$ cat src/rtl/ptwa_pkg.sv
`timescale 1ns / 1ps

package ptwa_pkg;

   // table geometry
   localparam int unsigned ENTRIES = 32;
   localparam int unsigned IDX_W   = (ENTRIES > 1) ? $clog2(ENTRIES) : 1;
   localparam int unsigned CNT_W   = $clog2(ENTRIES + 1);

   // field widths
   localparam int unsigned ADDR_W   = 32;
   localparam int unsigned TIME_W   = 32;
   localparam int unsigned AGE_W    = 16;
   localparam int unsigned SLOT_W   = 8;
   localparam int unsigned STATUS_W = 3;
   localparam int unsigned OP_W     = 2;
   localparam int unsigned CSR_IX_W = 2;
   localparam int unsigned CSR_D_W  = 32;

   // opcodes
   localparam logic [OP_W-1:0] OP_OBSERVE = 2'd0;
   localparam logic [OP_W-1:0] OP_TICK    = 2'd1;
   localparam logic [OP_W-1:0] OP_LIST    = 2'd2;

   // result status codes
   localparam logic [STATUS_W-1:0] ST_REFRESHED = 3'd0;
   localparam logic [STATUS_W-1:0] ST_ADDED     = 3'd1;
   localparam logic [STATUS_W-1:0] ST_OWN       = 3'd2;
   localparam logic [STATUS_W-1:0] ST_FULL      = 3'd3;
   localparam logic [STATUS_W-1:0] ST_LISTED    = 3'd4;
   localparam logic [STATUS_W-1:0] ST_EMPTY     = 3'd5;

   // register indexes
   localparam logic [CSR_IX_W-1:0] CSR_LOCAL_ADDRESS = 2'd0;
   localparam logic [CSR_IX_W-1:0] CSR_KEEP_OWN      = 2'd1;
   localparam logic [CSR_IX_W-1:0] CSR_MAX_AGE       = 2'd2;

   // reset values
   localparam logic [ADDR_W-1:0] LOCAL_ADDRESS_RST = '0;
   localparam logic              KEEP_OWN_RST      = 1'b1;
   localparam logic [AGE_W-1:0]  MAX_AGE_RST       = 16'd30;

   typedef enum logic [1:0] {
      S_IDLE,
      S_SCAN,
      S_FINISH
   } state_type;

   // controller to datapath
   typedef struct packed {
      logic accept;  // input beat taken
      logic start;   // begin a table scan
      logic step;    // advance the scan pipeline
      logic finish;  // close the item, push final result
   } cmd_type;

   // datapath to controller
   typedef struct packed {
      logic req_scan;   // offered item needs a scan
      logic scan_done;  // all slots read and checked
      logic chk_push;   // check stage must push a result
      logic out_free;   // output register can take a beat
   } sts_type;

endpackage

$ cat src/rtl/ptwa_ctrl.sv
`timescale 1ns / 1ps

module ptwa_ctrl (
   input  logic              clock,
   input  logic              reset,
   input  logic              req_valid,
   output logic              req_ready,
   input  ptwa_pkg::sts_type sts,
   output ptwa_pkg::cmd_type cmd
);

   ptwa_pkg::state_type state_ff, state_in;

   // state register
   always_ff @(posedge clock) begin
      if (reset) begin
         state_ff <= ptwa_pkg::S_IDLE;
      end else begin
         state_ff <= state_in;
      end
   end

   // next state and commands
   always_comb begin
      state_in   = state_ff;
      cmd        = '0;
      req_ready  = 1'b0;
      unique case (state_ff)
         ptwa_pkg::S_IDLE: begin
            req_ready  = 1'b1;
            cmd.accept = req_valid;
            cmd.start  = req_valid & sts.req_scan;
            if (cmd.start) begin
               state_in = ptwa_pkg::S_SCAN;
            end
         end
         ptwa_pkg::S_SCAN: begin
            if (sts.scan_done) begin
               state_in = ptwa_pkg::S_FINISH;
            end else begin
               // hold the pipeline while a result waits for the output
               cmd.step = !sts.chk_push || sts.out_free;
            end
         end
         ptwa_pkg::S_FINISH: begin
            cmd.finish = sts.out_free;
            if (sts.out_free) begin
               state_in = ptwa_pkg::S_IDLE;
            end
         end
         default: begin
            state_in = ptwa_pkg::S_IDLE;
         end
      endcase
   end

endmodule

$ cat src/rtl/ptwa_dp.sv
`timescale 1ns / 1ps

module ptwa_dp (
   input  logic                                clock,
   input  logic                                reset,
   input  ptwa_pkg::cmd_type                   cmd,
   output ptwa_pkg::sts_type                   sts,
   input  logic [ptwa_pkg::OP_W-1:0]           req_opcode,
   input  logic [ptwa_pkg::ADDR_W-1:0]         req_source_address,
   input  logic                                csr_we,
   input  logic [ptwa_pkg::CSR_IX_W-1:0]       csr_index,
   input  logic [ptwa_pkg::CSR_D_W-1:0]        csr_wdata,
   input  logic                                rsp_ready,
   output logic                                rsp_valid,
   output logic [ptwa_pkg::STATUS_W-1:0]       rsp_status,
   output logic [ptwa_pkg::ADDR_W-1:0]         rsp_entry_address,
   output logic [ptwa_pkg::SLOT_W-1:0]         rsp_entry_slot,
   output logic [ptwa_pkg::AGE_W-1:0]          rsp_entry_age,
   output logic                                rsp_last
);

   localparam int unsigned N   = ptwa_pkg::ENTRIES;
   localparam int unsigned IW  = ptwa_pkg::IDX_W;
   localparam int unsigned CW  = ptwa_pkg::CNT_W;
   localparam int unsigned AW  = ptwa_pkg::ADDR_W;
   localparam int unsigned TW  = ptwa_pkg::TIME_W;
   localparam int unsigned GW  = ptwa_pkg::AGE_W;

   // configuration and clock of the table
   logic [AW-1:0] local_address_ff;
   logic          keep_own_ff;
   logic [GW-1:0] max_age_ff;
   logic [TW-1:0] now_ff;

   // slot store: valid bits in flops, address and time in memory
   logic [N-1:0]  valid_ff;
   logic [AW-1:0] mem_addr [N];
   logic [TW-1:0] mem_time [N];
   logic [AW-1:0] rd_addr_ff;
   logic [TW-1:0] rd_time_ff;

   // item and scan state
   logic [ptwa_pkg::OP_W-1:0] op_ff;
   logic [AW-1:0]             src_ff;
   logic [CW-1:0]             issue_ff;
   logic                      chk_v_ff;
   logic [IW-1:0]             chk_idx_ff;
   logic                      hit_ff, free_ff;
   logic [IW-1:0]             hit_idx_ff, free_idx_ff;

   // held list result, so the final one can carry last
   logic          pend_v_ff;
   logic [AW-1:0] pend_addr_ff;
   logic [IW-1:0] pend_idx_ff;
   logic [GW-1:0] pend_age_ff;

   // output register
   logic                          rsp_valid_ff;
   logic [ptwa_pkg::STATUS_W-1:0] rsp_status_ff, rsp_status_in;
   logic [AW-1:0]                 rsp_addr_ff, rsp_addr_in;
   logic [ptwa_pkg::SLOT_W-1:0]   rsp_slot_ff, rsp_slot_in;
   logic [GW-1:0]                 rsp_age_ff, rsp_age_in;
   logic                          rsp_last_ff, rsp_last_in;
   logic                          out_load;

   logic          issue_live;
   logic [IW-1:0] rd_idx;
   logic          is_obs, is_list, own;
   logic          chk_valid, survive, chk_surv;
   logic [TW-1:0] age_full;
   logic          do_add, do_refresh;
   logic [IW-1:0] wr_idx;

   // scan status
   assign issue_live = issue_ff != CW'(N);
   assign rd_idx     = issue_ff[IW-1:0];
   assign is_obs     = op_ff == ptwa_pkg::OP_OBSERVE;
   assign is_list    = op_ff == ptwa_pkg::OP_LIST;
   assign own        = (src_ff == local_address_ff) && !keep_own_ff;

   // check stage: one slot per cycle while the scan is not held
   assign chk_valid = valid_ff[chk_idx_ff];
   assign age_full  = now_ff - rd_time_ff;
   assign survive   = age_full <= TW'(max_age_ff);
   assign chk_surv  = chk_v_ff && is_list && chk_valid && survive;

   assign sts.req_scan  = (req_opcode == ptwa_pkg::OP_OBSERVE) ||
                          (req_opcode == ptwa_pkg::OP_LIST);
   assign sts.scan_done = !issue_live && !chk_v_ff;
   assign sts.chk_push  = chk_surv && pend_v_ff;
   assign sts.out_free  = !rsp_valid_ff || rsp_ready;

   // observe write-back at the end of the scan
   assign do_refresh = cmd.finish && is_obs && !own && hit_ff;
   assign do_add     = cmd.finish && is_obs && !own && !hit_ff && free_ff;
   assign wr_idx     = hit_ff ? hit_idx_ff : free_idx_ff;

   // control registers
   always_ff @(posedge clock) begin
      if (reset) begin
         local_address_ff <= ptwa_pkg::LOCAL_ADDRESS_RST;
         keep_own_ff      <= ptwa_pkg::KEEP_OWN_RST;
         max_age_ff       <= ptwa_pkg::MAX_AGE_RST;
         now_ff           <= '0;
         valid_ff         <= '0;
         issue_ff         <= '0;
         chk_v_ff         <= 1'b0;
         hit_ff           <= 1'b0;
         free_ff          <= 1'b0;
         pend_v_ff        <= 1'b0;
         rsp_valid_ff     <= 1'b0;
      end else begin
         if (csr_we) begin
            unique case (csr_index)
               ptwa_pkg::CSR_LOCAL_ADDRESS: local_address_ff <= csr_wdata[AW-1:0];
               ptwa_pkg::CSR_KEEP_OWN:      keep_own_ff      <= csr_wdata[0];
               ptwa_pkg::CSR_MAX_AGE:       max_age_ff       <= csr_wdata[GW-1:0];
               default: ;
            endcase
         end
         if (cmd.accept && (req_opcode == ptwa_pkg::OP_TICK)) begin
            now_ff <= now_ff + TW'(1);
         end
         if (cmd.start) begin
            issue_ff  <= '0;
            chk_v_ff  <= 1'b0;
            hit_ff    <= 1'b0;
            free_ff   <= 1'b0;
            pend_v_ff <= 1'b0;
         end
         if (cmd.step) begin
            if (issue_live) begin
               issue_ff <= issue_ff + CW'(1);
            end
            chk_v_ff <= issue_live;
            if (chk_v_ff) begin
               if (is_obs) begin
                  if (!hit_ff && chk_valid && (rd_addr_ff == src_ff)) begin
                     hit_ff <= 1'b1;
                  end
                  if (!free_ff && !chk_valid) begin
                     free_ff <= 1'b1;
                  end
               end
               if (is_list && chk_valid && !survive) begin
                  valid_ff[chk_idx_ff] <= 1'b0;
               end
               if (chk_surv) begin
                  pend_v_ff <= 1'b1;
               end
            end
         end
         if (do_add) begin
            valid_ff[free_idx_ff] <= 1'b1;
         end
         if (cmd.finish) begin
            pend_v_ff <= 1'b0;
         end
         if (out_load) begin
            rsp_valid_ff <= 1'b1;
         end else if (rsp_ready) begin
            rsp_valid_ff <= 1'b0;
         end
      end
   end

   // payload registers of the scan
   always_ff @(posedge clock) begin
      if (cmd.start) begin
         op_ff  <= req_opcode;
         src_ff <= req_source_address;
      end
      if (cmd.step) begin
         chk_idx_ff <= rd_idx;
         if (chk_v_ff && is_obs) begin
            if (!hit_ff && chk_valid && (rd_addr_ff == src_ff)) begin
               hit_idx_ff <= chk_idx_ff;
            end
            if (!free_ff && !chk_valid) begin
               free_idx_ff <= chk_idx_ff;
            end
         end
         if (chk_surv) begin
            pend_addr_ff <= rd_addr_ff;
            pend_idx_ff  <= chk_idx_ff;
            pend_age_ff  <= age_full[GW-1:0];
         end
      end
   end

   // slot memory, registered read
   always_ff @(posedge clock) begin
      if (do_refresh || do_add) begin
         mem_time[wr_idx] <= now_ff;
      end
      if (do_add) begin
         mem_addr[wr_idx] <= src_ff;
      end
      if (cmd.step && issue_live) begin
         rd_addr_ff <= mem_addr[rd_idx];
         rd_time_ff <= mem_time[rd_idx];
      end
   end

   // result selection
   always_comb begin
      out_load      = 1'b0;
      rsp_status_in = ptwa_pkg::ST_EMPTY;
      rsp_addr_in   = '0;
      rsp_slot_in   = '0;
      rsp_age_in    = '0;
      rsp_last_in   = 1'b1;
      priority if (cmd.step && sts.chk_push) begin
         // a newer survivor arrived: release the held one
         out_load      = 1'b1;
         rsp_status_in = ptwa_pkg::ST_LISTED;
         rsp_addr_in   = pend_addr_ff;
         rsp_slot_in   = ptwa_pkg::SLOT_W'(pend_idx_ff);
         rsp_age_in    = pend_age_ff;
         rsp_last_in   = 1'b0;
      end else if (cmd.finish) begin
         out_load = 1'b1;
         if (is_obs) begin
            rsp_addr_in = src_ff;
            priority if (own) begin
               rsp_status_in = ptwa_pkg::ST_OWN;
            end else if (hit_ff) begin
               rsp_status_in = ptwa_pkg::ST_REFRESHED;
               rsp_slot_in   = ptwa_pkg::SLOT_W'(hit_idx_ff);
            end else if (free_ff) begin
               rsp_status_in = ptwa_pkg::ST_ADDED;
               rsp_slot_in   = ptwa_pkg::SLOT_W'(free_idx_ff);
            end else begin
               rsp_status_in = ptwa_pkg::ST_FULL;
            end
         end else if (pend_v_ff) begin
            rsp_status_in = ptwa_pkg::ST_LISTED;
            rsp_addr_in   = pend_addr_ff;
            rsp_slot_in   = ptwa_pkg::SLOT_W'(pend_idx_ff);
            rsp_age_in    = pend_age_ff;
         end
      end
   end

   always_ff @(posedge clock) begin
      if (out_load) begin
         rsp_status_ff <= rsp_status_in;
         rsp_addr_ff   <= rsp_addr_in;
         rsp_slot_ff   <= rsp_slot_in;
         rsp_age_ff    <= rsp_age_in;
         rsp_last_ff   <= rsp_last_in;
      end
   end

   assign rsp_valid         = rsp_valid_ff;
   assign rsp_status        = rsp_status_ff;
   assign rsp_entry_address = rsp_addr_ff;
   assign rsp_entry_slot    = rsp_slot_ff;
   assign rsp_entry_age     = rsp_age_ff;
   assign rsp_last          = rsp_last_ff;

endmodule

$ cat src/rtl/peer_table_with_aging.sv
`timescale 1ns / 1ps
// Peer table with aging.
// Request channel (req_valid/req_ready, req_opcode, req_source_address):
//   observe, tick or list beats. Response channel (rsp_valid/rsp_ready):
//   status, entry address, slot, age and a last flag per beat.
// Configuration (csr_we, csr_index, csr_wdata): local address, keep-own
//   flag and maximum age, written with no handshake.
// Tick beats are taken from idle without a scan and give no response.
// Observe and list beats scan every slot through a single registered read
//   port of the slot memory, one slot a cycle while the receiver keeps up;
//   the next beat is taken only after an item's final response is loaded.
//   Observe gives one response; list gives one per surviving slot, or one
//   empty-list beat.
// A list response is held one slot back so that the final one carries
//   last; a stalled receiver freezes the scan, nothing is dropped.
// req_ready is high only between items; the output register lets a new
//   item start while the previous final response still waits.
// Synchronous reset clears all valid bits, the seconds counter and the
//   configuration to its defaults; no clearing pass is needed.

module peer_table_with_aging (
   input  logic                          clock,
   input  logic                          reset,
   input  logic                          req_valid,
   output logic                          req_ready,
   input  logic [ptwa_pkg::OP_W-1:0]     req_opcode,
   input  logic [ptwa_pkg::ADDR_W-1:0]   req_source_address,
   input  logic                          csr_we,
   input  logic [ptwa_pkg::CSR_IX_W-1:0] csr_index,
   input  logic [ptwa_pkg::CSR_D_W-1:0]  csr_wdata,
   output logic                          rsp_valid,
   input  logic                          rsp_ready,
   output logic [ptwa_pkg::STATUS_W-1:0] rsp_status,
   output logic [ptwa_pkg::ADDR_W-1:0]   rsp_entry_address,
   output logic [ptwa_pkg::SLOT_W-1:0]   rsp_entry_slot,
   output logic [ptwa_pkg::AGE_W-1:0]    rsp_entry_age,
   output logic                          rsp_last
);

   ptwa_pkg::cmd_type cmd;
   ptwa_pkg::sts_type sts;

   ptwa_ctrl u_ctrl (
      .clock     (clock),
      .reset     (reset),
      .req_valid (req_valid),
      .req_ready (req_ready),
      .sts       (sts),
      .cmd       (cmd)
   );

   ptwa_dp u_dp (
      .clock              (clock),
      .reset              (reset),
      .cmd                (cmd),
      .sts                (sts),
      .req_opcode         (req_opcode),
      .req_source_address (req_source_address),
      .csr_we             (csr_we),
      .csr_index          (csr_index),
      .csr_wdata          (csr_wdata),
      .rsp_ready          (rsp_ready),
      .rsp_valid          (rsp_valid),
      .rsp_status         (rsp_status),
      .rsp_entry_address  (rsp_entry_address),
      .rsp_entry_slot     (rsp_entry_slot),
      .rsp_entry_age      (rsp_entry_age),
      .rsp_last           (rsp_last)
   );

endmodule

$ cat config.mk
export PLATFORM = sky130hd
export DESIGN_NAME = peer_table_with_aging
export DESIGN_NICKNAME = d
export VERILOG_FILES = /design/src/rtl/ptwa_pkg.sv /design/src/rtl/ptwa_ctrl.sv /design/src/rtl/ptwa_dp.sv /design/src/rtl/peer_table_with_aging.sv
export SDC_FILE = /design/constraint.sdc
export NUM_CORES = 2
export LEC_CHECK = 0
export BUFFER_PORTS_ARGS = -buffer_cell sky130_fd_sc_hd__buf_2
export CAP_MARGIN = 20
export CORE_MARGIN = 5
export CORE_UTILIZATION = 53
export CTS_BUF_LIST = sky130_fd_sc_hd__clkbuf_8 sky130_fd_sc_hd__clkbuf_16
export DETAILED_ROUTE_END_ITERATION = 7
export PLACE_DENSITY = 0.71
export SLEW_MARGIN = 10
export SYNTH_ARGS = -nofsm -noshare
export SYNTH_HDL_FRONTEND = slang
export SYNTH_SLANG_ARGS = --single-unit
$ cat constraint.sdc
create_clock -name clock -period 8.2 [get_ports clock]
set_input_delay 0.82 -clock clock [delete_from_list [all_inputs] [get_ports clock]]
set_output_delay 0.82 -clock clock [all_outputs]
set_load 0.03 [all_outputs]
Yosys cells after proc, flatten, opt, wreduce, memory -nomap -nowiden --
Memory sizes are Yosys's and may differ from the RTL's. A register that Yosys moved wholly into a read port is not among the register bits. Cells that the tools add are included.
Word-level totals: logic and storage cells 176, input port bits 73, flip-flop bits (word level) 288, memory bits (writable) 2048, memories kept 2
Cells by class: bitwise logic cells 5, $lt $le $gt $ge 5, reduce and logical (&&, ||, !) cells 51, equal/unequal tests 13, $add $sub $neg 3, muxes and demuxes 70
Memory list:
- u_dp.mem_addr | depth 32, bits a word 32, read ports 1, clocked after memory_dff 1, write ports 1, line ptwa_dp.sv:37 | logic [AW-1:0] mem_addr [N];
- u_dp.mem_time | depth 32, bits a word 32, read ports 1, clocked after memory_dff 1, write ports 1, line ptwa_dp.sv:38 | logic [TW-1:0] mem_time [N];
Operators with widths (count):
- $mux W32 | 9
- $eq A32 B32 Y1 | 2
- $mux W16 | 4
- $mux W1 | 34
- $add A32 B1 Y32 const B | 1
- $and A32 B32 Y32 | 1
- $le A32 B16 Y1 | 1
- $not A32 Y32 | 1
- $or A32 B32 Y32 | 1
- $sub A32 B32 Y32 | 1
- $mux W5 | 5
- $mux W8 | 3
- $logic_and A1 B1 Y1 | 22
- $mux W6 | 3
- $lt A5 B6 Y1 const B | 2
- $demux W1 S5 | 2
- $ge A5 B1 Y1 const B | 2
- $logic_not A1 Y1 | 10
- $mux W2 | 5
- $mux W3 | 3
- $reduce_and A3 Y1 | 3
- $eq A2 B2 Y1 const B | 4
- $logic_not A2 Y1 | 4
- $reduce_and A2 Y1 | 4
- 12 further kinds | 20

Logic depth before layout (Yosys ltp) --
word-level depth 13, gate-level depth with buffers 22, depth with buffers taken out 20

By module --
Synthesis repeated with hierarchy kept, for this count alone.
Unflattened totals: cells, all modules 4482, area, all modules 93925.1 µm²
Modules (own cells, without submodules):
- ptwa_dp | times used 1, area each 93807.5 µm², cells each 4467, sequential area each 70677.8 µm²
- ptwa_ctrl | times used 1, area each 117.6 µm², cells each 15, sequential area each 40.0 µm²

Worst setup path after synthesis --
Ideal clock, no wire load.
path type reg2reg, from register u_dp.now_ff[0], to register u_dp.rsp_addr_ff[0], in the netlist u_dp.rsp_entry_address[0], enable pin, slack 2.055 ns, arrival 5.729 ns, stages on the path, launching flop included 22, path buffers 1, path through dfxtp_1 -> inv_1 -> ha_1 -> fa_1 -> nand2b_1 -> a21oi_1 -> o21ai_0 -> o21ai_0 -> xor2_1 -> ha_1 -> a21o_1 -> a21oi_1 -> a21oi_1 -> a2111oi_0 -> a22oi_1 -> a221oi_1 -> and4_1 -> nand3_1 -> a211oi_4 -> buf_2 -> nand2_2 -> nand2_1
Between the ends: longest elaborated chain between the ends 10
Ends and longest elaborated chain:
- start: declaration | line ptwa_dp.sv:33 | logic [TW-1:0] now_ff;
- start signal: assignment | line ptwa_dp.sv:122 | now_ff <= now_ff + TW'(1);
- $sub A32 B32 Y32 * | line ptwa_dp.sv:83 | assign age_full = now_ff - rd_time_ff;
- net u_dp.age_full[10] | line ptwa_dp.sv:70 | logic [TW-1:0] age_full;
- $le A32 B16 Y1 * | line ptwa_dp.sv:84 | assign survive = age_full <= TW'(max_age_ff);
- $logic_and A1 B1 Y1 * | line ptwa_dp.sv:85 | assign chk_surv = chk_v_ff && is_list && chk_valid && survive;
- $logic_and A1 B1 Y1 * | line ptwa_dp.sv:90 | assign sts.chk_push = chk_surv && pend_v_ff;
- $logic_not A1 Y1 | line ptwa_ctrl.sv:42 | cmd.step = !sts.chk_push || sts.out_free;
- $logic_or A1 B1 Y1 | line ptwa_ctrl.sv:42
- $mux W1 | line ptwa_ctrl.sv:38 | if (sts.scan_done) begin
- $mux W1 | line ptwa_ctrl.sv:28 | unique case (state_ff)
- $logic_and A1 B1 Y1 * | line ptwa_dp.sv:213 | priority if (cmd.step && sts.chk_push) begin
- $mux W1 * | line ptwa_dp.sv:213
- net u_dp.out_load | line ptwa_dp.sv:64 | logic out_load;
- end signal: assignment | line ptwa_dp.sv:248 | rsp_addr_ff <= rsp_addr_in;
- end: declaration | line ptwa_dp.sv:60 | logic [AW-1:0] rsp_addr_ff, rsp_addr_in;
The timed path passes the listed nets; every way through them passes the cells marked *. A chain may end at the register's enable or synchronous reset.

Final worst setup path --
from register u_dp.now_ff[1], to register u_dp.rsp_addr_ff[14], in the netlist u_dp.rsp_entry_address[14], enable pin
The elaborated chain is that of the path after synthesis.

==> summary.txt <==
Run status
  • Outcome: completed

Placed design
  • Port-buffer cells: 131
  • Placement Cell Area: 97,900 sq um
  • Placed insts: 6,814
  • Place WS: 1340 ps
  • Routability cong.: 0.875
  • DP HPWL: 124,000 um

Yosys
  • XOR/XNOR Fraction of Synth Area: 1.05%
  • YS warnings: 0
  • Post-Syn Instances: 4,436
  • Post-synthesis mux area share: 16.6%
  • Simple-Gate Fraction of Synth Area: 2.86%
  • Main combinational cell family by area after synthesis: multiplexers
  • Compound-gate portion of the synthesized area: 2.02%
  • Mapped Area: 93,600 sq um
  • Top post-synthesis cells by area: edfxtp_1 (73%), mux4_2 (16%), dfxtp_1 (2.7%)
  • Top-count cell post-synth: edfxtp_1
  • Post-synthesis sequential area ratio: 75.6%
  • Area leader, netlist: edfxtp_1
  • Ys async rst share: 0%
  • Adder-cell share of the synthesized area: 0.690%
  • Post-synth EDFFs: 2,271
  • Syn avg cell area: 21.1 sq um
  • Most frequent cells after synthesis: edfxtp_1 (2,271), mux4_2 (650), clkbuf_1 (177), nand2_1 (167), nor2_1 (152)
  • Seq cells post-synth: 2,397
  • Distinct cells, synth: 71
  • Main synth FF type: edfxtp_1
  • Synth top area share: 72.9%

STA
  • Fin worst setup slack: 1350 ps
  • Hold Violations, Final: 0
  • Setup tns final: 0 ps
  • Slew @ Worst Pin: 1130 ps
  • Slew Viols, Final: 0
  • Worst slew margin: 24.6%
  • Final setup fails: 0
  • Final worst path period need: 6850 ps
  • Setup Skew: 35.9 ps
  • WHS: 154 ps
  • Max Freq: 146 MHz
  • Final Cycle Share: 83.5%
  • RSZ-0062 raised after global routing: false

Clocking
  • Clk_lat worst skew: 850 ps
  • Worst-path clk slew: 60 ps
  • TritonCTS sink count: 2,397
  • Clock buffer depth: 3
  • H-tree depth: 4
  • Hold buffers post-CTS: 0
  • CTS tree: yes
  • CTS buffer count: 225
  • CTS root buffer: clkbuf_16
  • Gates resized, CTS repair: 0
  • Post-CTS Repair Setup Buffers: 0

Power
  • Power density cells: 230 nW/um^2
  • VDD IR-drop max: 0.210 mV
  • Power Total: 24.3 mW
  • Static leakage: 30.4 nW

Worst setup path
  • CP max FO: 57
  • CP max stage cell: dfxtp_1
  • Buf+Inv Stages, Crit Path: 1
  • Crit Path Class: flop to flop
  • Critical path, cell by cell: ha_1 -> nor2b_1 -> o2111ai_1 -> a2111oi_0 -> nor3_1 -> xnor2_1 -> ha_1 -> nand4_1 -> or2_2 -> a21oi_1 -> a2111oi_0 -> a22oi_1 -> a221oi_1 -> and4_1 -> nand3_1 -> a211oi_4 -> buf_4 -> nand2_2 -> nand2_4
  • CP Launch Type: flop
  • Worst Path Arrival: 7300 ps
  • Max stage delay on crit path: 1020 ps
  • WP data required: 8650 ps
  • Cell family with most CP delay: compound AO/OA/AOI/OAI gates
  • Worst setup EP type: flop

Floorplanning
  • Die W: 430 um
  • Std-Cell Rows: 154
  • Die area: 185,000 sq um
  • Ports: 135
  • Die Span Y: 430 um
  • Core Footprint: 176,000 sq um
  • Initial Util: 53.2%

GRT
  • Initial antenna violation count: 9
  • Total GRT Usage: 25.9%
  • Number of global-route vias before repair: 46,500
  • First-pass GRT wire length: 342,000 um
  • Grt total ovfl: 0
  • Largest net degree at the start of global routing: 154

Routing
  • DR iter-0 viols: 6,237
  • Routed wire length per instance: 33.2 um
  • WL final: 241,000 um
  • DRT Pass-1 Iters: 5
  • Via count: 46,900
  • Final routed DRC violation total: 0
  • DRT antenna net count: 0
  • Vias per cell: 6.46

Worst hold path
  • Worst hold path class: input port to flop

Final layout
  • Net count, final: 4,843
  • P&R area growth vs syn: 12.7%
  • Non-filler cells, final: 7,258
  • Final Instance Area: 105,000 sq um
  • Layout Utilization: 60.0%
  • Share of layout cells above drive strength 1: 28.9%

Flow run
  • Maxcap violations: 0
kinds of logic (layout without fill, tap and decap cells):
logic type / count (synthesis) / in the layout
compound gates: 282 / 282
xor+xnor: 112 / 112
fa+ha+maj: 51 / 51
buf+inv: 307 / 781
flops: 2397 / 2397
mux: 727 / 727
other cells: 1 / 9
simple gates: 559 / 559
state kept, by name (all words and copies together), names as in the netlist, 6 cells and up:
name                    count
u_dp.mem_addr            1024
u_dp.valid_ff              32
u_dp.rsp_entry_address     32
u_dp.issue_ff               6
u_dp.local_address_ff      32
u_dp.mem_time            1024
u_dp.now_ff                32
u_dp.pend_addr_ff          32
u_dp.rd_addr_ff            32
u_dp.max_age_ff            16
u_dp.pend_age_ff           16
u_dp.rd_time_ff            32
u_dp.rsp_entry_age         16
u_dp.src_ff                32
area by class of cell:
| cell class | count | area [sq um] |
|---|---|---|
| fillers | 12100 | 70400 |
| flip-flops and latches | 2397 | 70700 |
| diodes | 6 | 15.0 |
| inverters | 77 | 292 |
| well taps | 2340 | 2930 |
| multi-input cells | 1734 | 22200 |
| clock inverters | 181 | 1420 |
| clock buffers | 239 | 5890 |
| repair buffers | 284 | 2010 |
where the power goes:
part / total (mW) / switching (mW) / internal, mW
Combinational: 0.681 / 0.395 / 0.287
Clock: 10.2 / 4.46 / 5.79
Sequential: 13.3 / 0.0312 / 13.3
Total: 24.3 / 4.88 / 19.4
path summary, 6_finish.rpt:
kind	start	end	slack, ps	cells after the start
max reg2reg	u_dp.now_ff[1]	u_dp.rsp_entry_address[14]	1350	19
min	req_source_address[21]	u_dp.src_ff[21]	150	1
max	u_dp.now_ff[1]	u_dp.rsp_entry_address[14]	1350	19
min reg2reg	u_dp.max_age_ff[7]	u_dp.max_age_ff[7]	460	2
metal layers:
metal	track usage [%]	share of wire [%]
met1	35.3	37
met2	41.4	49
met3	4.53	8.9
met4	12.4	5.5
met5	0	0
placed cells by master, fill, tap and decap left out, types with 9 or more instances in the layout:
master,count
edfxtp_1,2271
mux4_2,650
clkbuf_16,231
nand2_1,166
buf_4,131
buf_2,130
inv_1,126
dfxtp_1,120
a21oi_1,104
nor2_1,90
mux2_2,68
xnor2_1,65
nor2_4,62
ha_1,50
xor2_1,47
clkinv_1,47
nor4_1,39
nand2b_1,36
o21ai_0,36
nand3_1,36
clkinv_2,36
nand4_1,33
a32o_1,33
and3_1,25
o22ai_1,24
bufinv_16,20
buf_8,17
nor3_1,15
or2_2,10
nor2b_1,9
o32ai_1,9
No activity file was read; power rests on OpenSTA's default activity.
